## src/sv/least_loaded_job_dispatcher_assert.svh

```systemverilog
// Assertion macros for the least-loaded job dispatcher.
// Used by the top level only; needs no other file.
`ifndef LEAST_LOADED_JOB_DISPATCHER_ASSERT_SVH
`define LEAST_LOADED_JOB_DISPATCHER_ASSERT_SVH

// The consequent must hold in the same cycle as the antecedent.
`define LLJ_ASSERT_NOW(label, clk, rst_n, ante, cons, msg) \
    label: assert property (@(posedge clk) disable iff (!(rst_n)) (ante) |-> (cons)) \
        else $error(msg);

// The consequent must hold in the cycle after the antecedent.
`define LLJ_ASSERT_NEXT(label, clk, rst_n, ante, cons, msg) \
    label: assert property (@(posedge clk) disable iff (!(rst_n)) (ante) |=> (cons)) \
        else $error(msg);

`endif

```

## src/sv/llj_pkg.sv

```systemverilog
// Shared types and constants for the least-loaded job dispatcher.
// No dependencies; used by llj_cdiv and least_loaded_job_dispatcher.
`timescale 1ns / 1ps
`default_nettype none

package llj_pkg;

    localparam int MAX_WORKERS = 16;
    localparam int W_IDX       = (MAX_WORKERS > 1) ? $clog2(MAX_WORKERS) : 1;

    localparam int LOAD_W  = 16;
    localparam int COUNT_W = 5;
    localparam int HHMM_W  = 12;
    localparam int JOB_W   = 10;
    localparam int WNUM_W  = 5;

    // Constant divider sizes: dividend up to 17 bits, divisor 100, 60 or 24.
    // The quotient is (dividend * reciprocal) >> RCP_SHIFT, where each reciprocal is
    // ceil(2**24 / divisor); the rounding error is small enough to be exact below 2**17.
    localparam int DIV_W     = 17;
    localparam int REM_W     = 7;
    localparam int RCP_W     = 20;
    localparam int RCP_SHIFT = 24;

    localparam logic [REM_W-1:0] DIV_HHMM = 7'd100;
    localparam logic [REM_W-1:0] DIV_MIN  = 7'd60;
    localparam logic [REM_W-1:0] DIV_DAY  = 7'd24;

    localparam logic [RCP_W-1:0] RCP_HHMM = 20'd167773;
    localparam logic [RCP_W-1:0] RCP_MIN  = 20'd279621;
    localparam logic [RCP_W-1:0] RCP_DAY  = 20'd699051;

    localparam logic [COUNT_W-1:0] WORKER_COUNT_RESET = 5'd4;

    typedef struct packed {
        logic [HHMM_W-1:0] now_hhmm;
        logic [JOB_W-1:0]  job_minutes;
    } t_job_in;

    typedef struct packed {
        logic [WNUM_W-1:0] worker_number;
        logic [HHMM_W-1:0] finish_hhmm;
    } t_job_out;

    typedef struct packed {
        logic             start;
        logic [DIV_W-1:0] dividend;
        logic [REM_W-1:0] divisor;
        logic [RCP_W-1:0] recip;
    } t_div_req;

    typedef struct packed {
        logic             done;
        logic [DIV_W-1:0] quotient;
        logic [REM_W-1:0] remainder;
    } t_div_rsp;

endpackage

`default_nettype wire

```

## src/sv/llj_cdiv.sv

```systemverilog
// Divider by a small constant: reciprocal multiply for the quotient, then the remainder.
// Depends on llj_pkg for widths and the request and response structs.
`timescale 1ns / 1ps
`default_nettype none

module llj_cdiv (
    input  wire logic              i_clk,
    input  wire logic              i_rst_n,
    input  wire llj_pkg::t_div_req i_req,
    output llj_pkg::t_div_rsp      o_rsp
);
    import llj_pkg::*;

    logic             r_mul, n_mul;
    logic             r_sub, n_sub;
    logic             r_done, n_done;
    logic [DIV_W-1:0] r_dvd, n_dvd;
    logic [REM_W-1:0] r_dvs, n_dvs;
    logic [RCP_W-1:0] r_rcp, n_rcp;
    logic [DIV_W-1:0] r_quo, n_quo;
    logic [REM_W-1:0] r_rem, n_rem;

    logic [DIV_W+RCP_W-1:0] product;
    logic [DIV_W+REM_W-1:0] back;
    logic [DIV_W-1:0]       left;

    assign product = r_dvd * r_rcp;
    assign back    = r_quo * r_dvs;
    assign left    = r_dvd - back[DIV_W-1:0];

    // The operand registers load first, the quotient is formed next and the remainder after it.
    always_comb begin
        n_mul  = 1'b0;
        n_sub  = r_mul;
        n_done = r_sub;
        n_dvd  = r_dvd;
        n_dvs  = r_dvs;
        n_rcp  = r_rcp;
        n_quo  = r_quo;
        n_rem  = r_rem;
        if (r_mul) begin
            n_quo = DIV_W'(product >> RCP_SHIFT);
        end
        if (r_sub) begin
            // The remainder is below the divisor, so it fits REM_W bits.
            n_rem = left[REM_W-1:0];
        end
        if (i_req.start && !r_mul && !r_sub) begin
            n_mul = 1'b1;
            n_dvd = i_req.dividend;
            n_dvs = i_req.divisor;
            n_rcp = i_req.recip;
        end
    end

    always_ff @(posedge i_clk) begin
        if (!i_rst_n) begin
            r_mul  <= 1'b0;
            r_sub  <= 1'b0;
            r_done <= 1'b0;
        end else begin
            r_mul  <= n_mul;
            r_sub  <= n_sub;
            r_done <= n_done;
        end
        r_dvd <= n_dvd;
        r_dvs <= n_dvs;
        r_rcp <= n_rcp;
        r_quo <= n_quo;
        r_rem <= n_rem;
    end

    assign o_rsp.done      = r_done;
    assign o_rsp.quotient  = r_quo;
    assign o_rsp.remainder = r_rem;

endmodule

`default_nettype wire

```

## src/sv/least_loaded_job_dispatcher.sv

```systemverilog
// Top level of the least-loaded job dispatcher: sequencer, worker loads, output register.
// Depends on llj_pkg, llj_cdiv and least_loaded_job_dispatcher_assert.svh.
//
//   Channel   Direction  Handshake                 Payload
//   job in    input      i_in_valid / o_in_stall   i_in_data  (now_hhmm, job_minutes)
//   result    output     o_out_valid / i_out_stall o_out_data (worker_number, finish_hhmm)
//   config    input      i_cfg_we                  i_cfg_wdata (worker_count)
//
// After its transfer, a job first scans the worker loads up to the clamped worker count.
// The time arithmetic then runs on the shared constant divider as five divisions in turn,
// each passing through kick, reciprocal multiply, remainder and handoff, and a final step
// packs the result. Reset is synchronous and active low; it clears all worker loads and
// sets the worker count to 4. A stalled result holds in the output register, and the next
// job is taken as soon as the finished result is in that register.
`timescale 1ns / 1ps
`default_nettype none

module least_loaded_job_dispatcher (
    input  wire logic                             i_clk,
    input  wire logic                             i_rst_n,
    input  wire logic                             i_cfg_we,
    input  wire logic [llj_pkg::COUNT_W-1:0]      i_cfg_wdata,
    input  wire logic                             i_in_valid,
    output logic                                  o_in_stall,
    input  wire llj_pkg::t_job_in                 i_in_data,
    output logic                                  o_out_valid,
    input  wire logic                             i_out_stall,
    output llj_pkg::t_job_out                     o_out_data
);
    import llj_pkg::*;

    `include "least_loaded_job_dispatcher_assert.svh"

    // The sequencer walks the scan, then the five divisions of the time arithmetic.
    typedef enum logic [7:0] {
        S_IDLE     = 8'b0000_0001,
        S_SCAN     = 8'b0000_0010,
        S_DIV_NOW  = 8'b0000_0100,
        S_DIV_LOAD = 8'b0000_1000,
        S_DIV_HOUR = 8'b0001_0000,
        S_DIV_JOB  = 8'b0010_0000,
        S_DIV_WRAP = 8'b0100_0000,
        S_FIN      = 8'b1000_0000
    } t_state;

    t_state              r_state, n_state;
    logic                r_kick, n_kick;
    logic [COUNT_W-1:0]  r_worker_count;
    logic [LOAD_W-1:0]   r_load [MAX_WORKERS];

    logic [HHMM_W-1:0]   r_now, n_now;
    logic [JOB_W-1:0]    r_dur, n_dur;
    logic [W_IDX-1:0]    r_last, n_last;
    logic [W_IDX-1:0]    r_idx, n_idx;
    logic [W_IDX-1:0]    r_best, n_best;
    logic [LOAD_W-1:0]   r_best_load, n_best_load;
    logic [10:0]         r_hour, n_hour;
    logic [REM_W-1:0]    r_min, n_min;
    logic                r_out_valid, n_out_valid;
    t_job_out            r_out_data, n_out_data;

    t_div_req            div_req;
    t_div_rsp            div_rsp;

    logic [W_IDX-1:0]    cfg_last;
    logic                out_free;
    logic                load_we;
    logic [LOAD_W:0]     grown_wide;
    logic [LOAD_W-1:0]   grown;
    logic [HHMM_W-1:0]   finish;
    logic [WNUM_W-1:0]   worker_number;

    logic                in_take;
    logic                in_div;
    logic                at_fin;
    logic                time_ok;

    llj_cdiv u_div (
        .i_clk   (i_clk),
        .i_rst_n (i_rst_n),
        .i_req   (div_req),
        .o_rsp   (div_rsp)
    );

    // A count of zero searches only worker 1; a count above the pool searches the whole pool.
    always_comb begin
        if (r_worker_count == '0) begin
            cfg_last = '0;
        end else if (32'(r_worker_count) > MAX_WORKERS) begin
            cfg_last = W_IDX'(MAX_WORKERS - 1);
        end else begin
            cfg_last = W_IDX'(32'(r_worker_count) - 32'd1);
        end
    end

    // The output register is free when empty or when its result transfers this cycle.
    assign out_free = !r_out_valid || !i_out_stall;
    assign load_we  = (r_state == S_FIN) && out_free;

    // New load of the chosen worker, saturating at the register maximum.
    assign grown_wide = (LOAD_W+1)'(r_best_load) + (LOAD_W+1)'(r_dur);
    assign grown      = grown_wide[LOAD_W] ? {LOAD_W{1'b1}} : grown_wide[LOAD_W-1:0];

    // At the end of the sequence r_hour holds the wrapped hour and r_min the minutes.
    assign finish        = HHMM_W'(r_hour) * HHMM_W'(DIV_HHMM) + HHMM_W'(r_min);
    assign worker_number = WNUM_W'(32'(r_best) + 32'd1);

    // Divider operands for the division that the current state starts.
    always_comb begin
        div_req.start    = r_kick;
        div_req.dividend = '0;
        div_req.divisor  = DIV_MIN;
        div_req.recip    = RCP_MIN;
        unique case (r_state)
            S_DIV_NOW: begin
                div_req.dividend = DIV_W'(r_now);
                div_req.divisor  = DIV_HHMM;
                div_req.recip    = RCP_HHMM;
            end
            S_DIV_LOAD: begin
                div_req.dividend = DIV_W'(r_min) + DIV_W'(r_best_load);
                div_req.divisor  = DIV_MIN;
                div_req.recip    = RCP_MIN;
            end
            S_DIV_HOUR: begin
                div_req.dividend = DIV_W'(r_hour);
                div_req.divisor  = DIV_DAY;
                div_req.recip    = RCP_DAY;
            end
            S_DIV_JOB: begin
                div_req.dividend = DIV_W'(r_min) + DIV_W'(r_dur);
                div_req.divisor  = DIV_MIN;
                div_req.recip    = RCP_MIN;
            end
            S_DIV_WRAP: begin
                div_req.dividend = DIV_W'(r_hour);
                div_req.divisor  = DIV_DAY;
                div_req.recip    = RCP_DAY;
            end
            S_IDLE, S_SCAN, S_FIN: begin
                div_req.start = 1'b0;
            end
            default: begin
                div_req.start = 1'b0;
            end
        endcase
    end

    // Sequencer. Each division state waits for the divider's done pulse, takes the quotient,
    // the remainder or both as it needs, and kicks off the next division; the last one moves to S_FIN.
    always_comb begin
        n_state     = r_state;
        n_kick      = 1'b0;
        n_now       = r_now;
        n_dur       = r_dur;
        n_last      = r_last;
        n_idx       = r_idx;
        n_best      = r_best;
        n_best_load = r_best_load;
        n_hour      = r_hour;
        n_min       = r_min;
        n_out_valid = r_out_valid && i_out_stall;
        n_out_data  = r_out_data;
        unique case (r_state)
            S_IDLE: begin
                if (i_in_valid) begin
                    n_now       = i_in_data.now_hhmm;
                    n_dur       = i_in_data.job_minutes;
                    n_last      = cfg_last;
                    n_best      = '0;
                    n_best_load = r_load[0];
                    n_idx       = W_IDX'(1);
                    if (cfg_last == '0) begin
                        n_state = S_DIV_NOW;
                        n_kick  = 1'b1;
                    end else begin
                        n_state = S_SCAN;
                    end
                end
            end
            S_SCAN: begin
                // Strictly smaller only, so the lowest index wins a tie.
                if (r_load[r_idx] < r_best_load) begin
                    n_best      = r_idx;
                    n_best_load = r_load[r_idx];
                end
                if (r_idx == r_last) begin
                    n_state = S_DIV_NOW;
                    n_kick  = 1'b1;
                end else begin
                    n_idx = r_idx + 1'b1;
                end
            end
            S_DIV_NOW: begin
                if (div_rsp.done) begin
                    n_hour  = div_rsp.quotient[10:0];
                    n_min   = div_rsp.remainder;
                    n_state = S_DIV_LOAD;
                    n_kick  = 1'b1;
                end
            end
            S_DIV_LOAD: begin
                if (div_rsp.done) begin
                    n_hour  = r_hour + div_rsp.quotient[10:0];
                    n_min   = div_rsp.remainder;
                    n_state = S_DIV_HOUR;
                    n_kick  = 1'b1;
                end
            end
            S_DIV_HOUR: begin
                if (div_rsp.done) begin
                    n_hour  = 11'(div_rsp.remainder);
                    n_state = S_DIV_JOB;
                    n_kick  = 1'b1;
                end
            end
            S_DIV_JOB: begin
                if (div_rsp.done) begin
                    n_hour  = r_hour + div_rsp.quotient[10:0];
                    n_min   = div_rsp.remainder;
                    n_state = S_DIV_WRAP;
                    n_kick  = 1'b1;
                end
            end
            S_DIV_WRAP: begin
                if (div_rsp.done) begin
                    n_hour  = 11'(div_rsp.remainder);
                    n_state = S_FIN;
                end
            end
            S_FIN: begin
                if (out_free) begin
                    n_out_valid              = 1'b1;
                    n_out_data.worker_number = worker_number;
                    n_out_data.finish_hhmm   = finish;
                    n_state                  = S_IDLE;
                end
            end
            default: begin
                n_state = S_IDLE;
            end
        endcase
    end

    always_ff @(posedge i_clk) begin
        if (!i_rst_n) begin
            r_state        <= S_IDLE;
            r_kick         <= 1'b0;
            r_out_valid    <= 1'b0;
            r_worker_count <= WORKER_COUNT_RESET;
        end else begin
            r_state     <= n_state;
            r_kick      <= n_kick;
            r_out_valid <= n_out_valid;
            if (i_cfg_we) begin
                r_worker_count <= i_cfg_wdata;
            end
        end
        r_now       <= n_now;
        r_dur       <= n_dur;
        r_last      <= n_last;
        r_idx       <= n_idx;
        r_best      <= n_best;
        r_best_load <= n_best_load;
        r_hour      <= n_hour;
        r_min       <= n_min;
        r_out_data  <= n_out_data;
    end

    // Worker loads start at zero; the chosen worker's entry is updated as its result enters the output register.
    always_ff @(posedge i_clk) begin
        if (!i_rst_n) begin
            for (int k = 0; k < MAX_WORKERS; k++) begin
                r_load[k] <= '0;
            end
        end else if (load_we) begin
            r_load[r_best] <= grown;
        end
    end

    assign o_in_stall  = (r_state != S_IDLE);
    assign o_out_valid = r_out_valid;
    assign o_out_data  = r_out_data;

    // Conditions watched by the checks below.
    assign in_take = i_in_valid && !o_in_stall;
    assign in_div  = (r_state == S_DIV_NOW) || (r_state == S_DIV_LOAD) ||
                     (r_state == S_DIV_HOUR) || (r_state == S_DIV_JOB) ||
                     (r_state == S_DIV_WRAP);
    assign at_fin  = (r_state == S_FIN);
    assign time_ok = (r_hour < 11'd24) && (r_min < DIV_MIN);

    // A transfer on the job input must close the input.
    `LLJ_ASSERT_NEXT(a_busy_after_take, i_clk, i_rst_n, in_take, o_in_stall, "input left open")
    // The chosen worker is always inside the searched range.
    `LLJ_ASSERT_NOW(a_best_in_range, i_clk, i_rst_n, o_in_stall, r_best <= r_last, "bad best index")
    // The divider only reports back while the sequencer waits on a division.
    `LLJ_ASSERT_NOW(a_done_in_div, i_clk, i_rst_n, div_rsp.done, in_div, "stray divider done")
    // The finished time is a proper clock time before it is packed.
    `LLJ_ASSERT_NOW(a_time_valid, i_clk, i_rst_n, at_fin, time_ok, "finish time out of range")

endmodule

`default_nettype wire
```

## config.mk

```make
export PLATFORM = sky130hd
export DESIGN_NAME = least_loaded_job_dispatcher
export DESIGN_NICKNAME = d
export VERILOG_FILES = /design/src/sv/llj_pkg.sv /design/src/sv/llj_cdiv.sv /design/src/sv/least_loaded_job_dispatcher.sv
export VERILOG_INCLUDE_DIRS = /design/src /design/src/sv
export SDC_FILE = /design/constraint.sdc
export NUM_CORES = 1
export LEC_CHECK = 0
export BUFFER_PORTS_ARGS = -buffer_cell sky130_fd_sc_hd__buf_2
export CAP_MARGIN = 5
export CORE_AREA = 2 2 377 230
export DETAILED_ROUTE_END_ITERATION = 12
export DIE_AREA = 0 0 379 232
export SYNTH_ARGS = -nofsm -noshare
export SYNTH_HDL_FRONTEND = slang
export SYNTH_SLANG_ARGS = --single-unit
```

## constraint.sdc

```tcl
create_clock -name i_clk -period 6 [get_ports i_clk]
set_input_delay 0 -clock i_clk [delete_from_list [all_inputs] [get_ports i_clk]]
set_output_delay 0 -clock i_clk [all_outputs]
set_load 0.005 [all_outputs]
```

==> flow_metrics.env, run 1 <==
export IMPL_place_ws_ns=-0.3962
export IMPL_antenna_found_initial=2
export IMPL_dieArea_um2=87930
export IMPL_avgViaCountPerCell=4.914
export IMPL_power_leakage_nw=14.73
export IMPL_maxCapViolations=0
export IMPL_finish_utilization=0.4057
export IMPL_peakVddDrop_mv=0.1806
export IMPL_arrival_ns=6.40
export IMPL_syn_inst=2480
export IMPL_clock_skew_ns=0.02417
export IMPL_drive_above_1_share=0.2276
export IMPL_slew_headroom=0.1890
export IMPL_cts_sinks=404
export IMPL_clkSlewWorstSetupHoldPaths_ns=0.08
export IMPL_post_route_period_util=1.006
export IMPL_core_um2=84530
export IMPL_violations="setup timing"
export IMPL_place_area_um2=31880
export IMPL_fin_crit_ns=6.037
export IMPL_critPathKind="reg2reg"
export IMPL_final_common_cell="inv_1"
export IMPL_fp_dieH_um=232
export IMPL_outcome="finished with violations"
export IMPL_dieWidth_um=379
export IMPL_ant_nets=0
export IMPL_cts_root_buf="clkbuf_16"
export IMPL_rsz0062_at_grt="true"
export IMPL_final_max_slew_violation_count=0
export IMPL_async_flop_share=0
export IMPL_final_area_um2=34290
export IMPL_fin_ws_ns=-0.03702
export IMPL_syn_avg_cell_area_um2=11.84
export IMPL_hpwl_um=60700
export IMPL_clk_path_buf_depth=3
export IMPL_drt_iter0_drc=1895
export IMPL_final_hold_viol_count=0
export IMPL_ys_ff_latch=404
export IMPL_synthDistinctLibCells=84
export IMPL_power_density_nw_per_um2=258.0
export IMPL_cts_tree="yes"
export IMPL_hold_ws_ns=0.04101
export IMPL_cp_max_fo=6
export IMPL_insertion_delay_ns=0.56
export IMPL_antenna_cells=0
export IMPL_wl_per_cell_um=20.44
export IMPL_grt_util_all_layers=0.1840
export IMPL_nets=3209
export IMPL_dr_total_vias=19068
export IMPL_grt_pass1_vias=19170
export IMPL_tightest_slew_ns=1.217
export IMPL_numCtsBuffers=37
export IMPL_setup_viol=5
export IMPL_max_freq_ghz=0.1656
export IMPL_ys_seq_area_frac=0.4056
export IMPL_ys_flop_type="edfxtp_1"
export IMPL_htree_levels=2
export IMPL_synthToLayoutAreaGrowth_pct=16.77
export IMPL_start_kind="flop"
export IMPL_wirelength_um=79320
export IMPL_firstDrtPassIters=6
export IMPL_grt_pass1_wl_um=121000
export IMPL_cp_required_ns=6.36
export IMPL_syn_nets=2982
export IMPL_final_cell_mix="inv_1 (399), edfxtp_1 (382), nor2_1 (220), fa_1 (212), ha_1 (208)"
export IMPL_ios=51
export IMPL_start_util=0.3474
export IMPL_synth_edf_count=382
export IMPL_globalplace_congestion=0.9160
export IMPL_cp_end_kind="flop"
export IMPL_grt_start_max_net_pins=36
export IMPL_syn_area_um2=29370
export IMPL_core_rowCount=83
export IMPL_grt_ovfl_total=0
export IMPL_ys_warn_count=0
export IMPL_hold_class="in2reg"
export IMPL_port_buffers=50
export IMPL_drc_errors=0
cell families (layout without fill, tap and decap cells):
group	Yosys count	after routing	synth area share
adders and majority gates	470	470	0.2608
and+or+nand+nor	630	630	0.1060
DFF	404	404	0.4056
xor gates and xnor gates	101	101	0.03012
muxes	95	95	0.06617
AOI/OAI and AO/OA	239	239	0.05445
buffers and inverters	541	794	0.07686
synthesized netlist by cell type (4+ instances only):
master | count | area [µm²]
a21oi_1 | 77 | 385.4
buf_2 | 24 | 120.1
xor2_1 | 31 | 271.5
nor2_1 | 228 | 855.8
a31oi_1 | 4 | 25.02
nand3_4 | 4 | 70.07
and2_1 | 49 | 306.5
buf_6 | 19 | 214.0
o21a_1 | 6 | 45.04
nor4_1 | 5 | 31.28
mux4_2 | 79 | 1779
a222oi_1 | 4 | 40.04
edfxtp_1 | 382 | 11470
a21o_1 | 26 | 195.2
fa_1 | 237 | 4745
mux2i_1 | 13 | 130.1
or3_1 | 8 | 50.05
nand2_1 | 162 | 608.1
nand2_4 | 12 | 135.1
o221ai_1 | 5 | 43.79
xnor2_1 | 70 | 613.1
nand3_1 | 12 | 60.06
nor3_1 | 39 | 195.2
clkbuf_1 | 43 | 161.4
inv_1 | 447 | 1678
dfxtp_1 | 22 | 440.4
and2_4 | 4 | 35.03
nand2b_1 | 6 | 37.54
nand4_1 | 11 | 68.82
nor2b_1 | 18 | 112.6
a211oi_1 | 4 | 30.03
o21ai_0 | 34 | 170.2
nor3b_1 | 4 | 30.03
a31o_2 | 5 | 43.79
o21bai_1 | 15 | 112.6
nor2_2 | 32 | 200.2
o2111ai_1 | 4 | 35.03
ha_1 | 233 | 2915
and3_1 | 9 | 56.30
a21boi_0 | 4 | 30.03
a22oi_1 | 15 | 112.6
or2_2 | 4 | 25.02
worst max-delay path, cell delays in order, from the launching register on:
cell and delay, ns:
edfxtp_1 0.44, buf_6 0.18, buf_4 0.15, and2_4 0.14, buf_6 0.13, fa_2 0.56
inv_2 0.05, fa_2 0.50, fa_1 0.56, inv_1 0.05, fa_1 0.45, fa_1 0.49
inv_1 0.05, fa_2 0.52, inv_2 0.05, ha_4 0.26, nand2_1 0.07, nor4_2 0.14
buf_4 0.16, nand2_2 0.05, nor3_2 0.17, buf_4 0.17, or2_4 0.14, a21oi_1 0.09
o311ai_1 0.25
flip-flops by register name, summed over array words and instances (netlist names), 4 cells and up, named ones only:
register and flops:
r_load 256, o_out_data 17, u_div.r_dvd 17, r_best_load 16, r_now 12, r_hour 11, u_div.r_quo 11, r_dur 10
r_state 8, r_min 7, u_div.r_rem 7, r_worker_count 5, u_div.r_rcp 5, r_best 4, r_idx 4, r_last 4
power by group:
part	internal, mW	switching, mW
clock	1.20	1.09
sequential	3.31	0.284
combinational	1.09	1.88
total	5.59	3.26
layer usage:
layer / track usage / wire, µm
met1: 0.3079 / 40750
met2: 0.2328 / 29350
met4: 0.02096 / 765
met5: 0 / 0
met3: 0.05110 / 8451
cell type report:
type	count	area [µm²]
clock inverter	14	108.9
multi-input combinational	1535	15930
timing repair buffer	281	2231
sequential	404	11920
inverter	448	1692
clock buffer	51	978.4
fill	8014	50240
tap	1147	1435
final timing paths:
path | to | cells after the start | start | slack [ns]
min reg2reg | r_min[0]$_DFFE_PP_ | 0 | u_div.r_rem[0]$_DFFE_PP_ | 0.49
max | u_div.r_quo[7]$_DFFE_PP_ | 24 | u_div.r_rcp[17]$_DFFE_PP_ | -0.04
max reg2reg | u_div.r_quo[7]$_DFFE_PP_ | 24 | u_div.r_rcp[17]$_DFFE_PP_ | -0.04
min | r_idx[2]$_DFFE_PP_ | 3 | i_in_valid | 0.04
per-stage QoR:
step / total power, mW / cells / setup TNS [ns]
final: 8.846 / 3880 / -0.08166
after global routing: 9.252 / 3880 / -1.459
after floorplan: 5.458 / 2480 / 0
after CTS: 8.779 / 3873 / -0.3233
after detailed placement: 6.428 / 3758 / -3.235
after global placement: 6.402 / 3758 / -1.980
repair_timing:
item                                    CTS  global route
endpoints found under the hold margin    30             0
resized for setup                       105           114
hold buffers                             35             0
endpoints found under the setup margin   11            11
setup buffers                            16            13
cloned                                    2             0
pin swaps                                39           109
Power figures use the tool's default switching activity.
==> run 2, diff against run 1 <==
Settings changed: RECOVER_POWER set to 25.
==> flow_metrics.env, run 2 (same netlist as run 1, synthesis figures left out) <==
export IMPL_drive_above_1_share=0.2162
export IMPL_antenna_cells=0
export IMPL_avgViaCountPerCell=4.931
export IMPL_max_freq_ghz=0.1657
export IMPL_wirelength_um=79310
export IMPL_slew_headroom=-0.3619
export IMPL_dr_total_vias=19131
export IMPL_insertion_delay_ns=0.56
export IMPL_cp_end_kind="flop"
export IMPL_post_route_period_util=1.006
export IMPL_slowest_stage="fa_2"
export IMPL_clkSlewWorstSetupHoldPaths_ns=0.08
export IMPL_final_max_slew_violation_count=46
export IMPL_final_common_cell="inv_1"
export IMPL_dp_cells=3758
export IMPL_critPathKind="reg2reg"
export IMPL_maxCapViolations=2
export IMPL_cpPeakStageDelay_ns=0.56
export IMPL_start_util=0.3474
export IMPL_outcome="finished with violations"
export IMPL_final_cell_mix="inv_1 (399), edfxtp_1 (382), nor2_1 (221), fa_1 (212), ha_1 (208)"
export IMPL_final_cells=3880
export IMPL_grt_pass1_wl_um=121000
export IMPL_place_area_um2=31880
export IMPL_nets=3209
export IMPL_core_rowCount=83
export IMPL_multi_input_area_um2=15860
export IMPL_cts_root_buf="clkbuf_16"
export IMPL_core_um2=84530
export IMPL_fin_tns_setup_ns=-0.07357
export IMPL_cp_required_ns=6.36
export IMPL_clock_skew_ns=0.02206
export IMPL_ios=51
export IMPL_crit_family="adder cells"
export IMPL_hpwl_um=60700
export IMPL_fin_crit_ns=6.034
export IMPL_fillers=8028
export IMPL_cp_cell_sequence="buf_6 > buf_4 > and2_4 > buf_6 > fa_2 > inv_2 > fa_2 > fa_1 > inv_1 > fa_1 > fa_1 > inv_1 > fa_2 > inv_2 > ha_4 > nand2_1 > nor4_2 > buf_4 > nand2_2 > nor3_2 > buf_4 > or2_4 > a21oi_1 > o311ai_1"
export IMPL_drt_iter0_drc=1939
export IMPL_grt_util_all_layers=0.1840
export IMPL_power_leakage_nw=14.65
export IMPL_grt_ovfl_total=0
export IMPL_clk_path_buf_depth=3
export IMPL_synthToLayoutAreaGrowth_pct=16.42
export IMPL_top_register="r_load"
export IMPL_tightest_slew_ns=2.043
export IMPL_hold_class="in2reg"
export IMPL_peakVddDrop_mv=0.1811
export IMPL_port_buffers=50
export IMPL_violations="capacitance limit, slew limit, setup timing"
export IMPL_dieWidth_um=379
export IMPL_setup_viol=6
export IMPL_fin_ws_ns=-0.03414
export IMPL_arrival_ns=6.39
export IMPL_globalplace_congestion=0.9160
export IMPL_grt_start_max_net_pins=36
export IMPL_worstPathBufferInverterCount=9
export IMPL_ant_nets=0
export IMPL_dieArea_um2=87930
export IMPL_fp_dieH_um=232
export IMPL_ff_latch_area_um2=11920
export IMPL_cts_tree="yes"
export IMPL_p_total_mw=8.829
export IMPL_cts_sinks=404
export IMPL_cp_max_fo=6
export IMPL_grt_pass1_vias=19170
export IMPL_drc_errors=0
export IMPL_firstDrtPassIters=5
export IMPL_wl_per_cell_um=20.44
export IMPL_antenna_found_initial=2
export IMPL_htree_levels=2
export IMPL_final_hold_viol_count=0
export IMPL_rsz0062_at_grt="true"
export IMPL_start_kind="flop"
export IMPL_place_ws_ns=-0.3962
export IMPL_power_density_nw_per_um2=258.2
export IMPL_numCtsBuffers=37
export IMPL_largest_reg_flops=256
export IMPL_final_area_um2=34190
==> run 2: layout make-up <==
cell class / instances / area share
clock buffer: 51 / 0.02862
tap: 1147 / 0.04198
multi-input combinational: 1535 / 0.4640
inverter: 448 / 0.04948
timing repair buffer: 281 / 0.06408
sequential: 404 / 0.3486
clock inverter: 14 / 0.003184
==> run 2: per-stage QoR <==
step	util	hold slack, ns
floorplan	-	0.09887
global placement	0.3772	0.1786
detailed placement	0.3772	0.1781
CTS	0.4003	0.01797
global route	0.4044	0.1494
finish	0.4044	0.1669
==> run 2: where the power goes <==
part	internal [mW]	leakage, nW	switching (mW)
sequential	3.31	3.95	0.282
clock	1.20	0.527	1.10
combinational	1.07	10.2	1.87
total	5.58	14.6	3.25
==> run 2: routing by layer <==
metal	wire (µm)	global-route usage	vias to the layer above
met5	0	0	-
met3	8699	0.05110	65
met1	40470	0.3079	9548
met2	29370	0.2328	723
met4	760	0.02096	0
li1	-	-	8795
==> run 2: worst paths after layout <==
| kind | start | endpoint | slack, ns | cells past startpoint |
|---|---|---|---|---|
| max | u_div.r_rcp[17]$_DFFE_PP_ | u_div.r_quo[7]$_DFFE_PP_ | -0.03 | 24 |
| min | i_in_data[21] | r_now[11]$_DFFE_PP_ | 0.17 | 2 |
| max reg2reg | u_div.r_rcp[17]$_DFFE_PP_ | u_div.r_quo[7]$_DFFE_PP_ | -0.03 | 24 |
| min reg2reg | u_div.r_rem[0]$_DFFE_PP_ | r_min[0]$_DFFE_PP_ | 0.50 | 0 |
==> run 2: repair_timing <==
| item | 4_1_cts | 5_1_grt |
|---|---|---|
| gates cloned | 2 | 0 |
| resized for setup | 105 | 114 |
| pin swaps | 39 | 109 |
| buffers inserted | 16 | 13 |
| endpoints found under the setup margin | 11 | 11 |
| hold buffers | 35 | 0 |
| endpoints found under the hold margin | 30 | 0 |
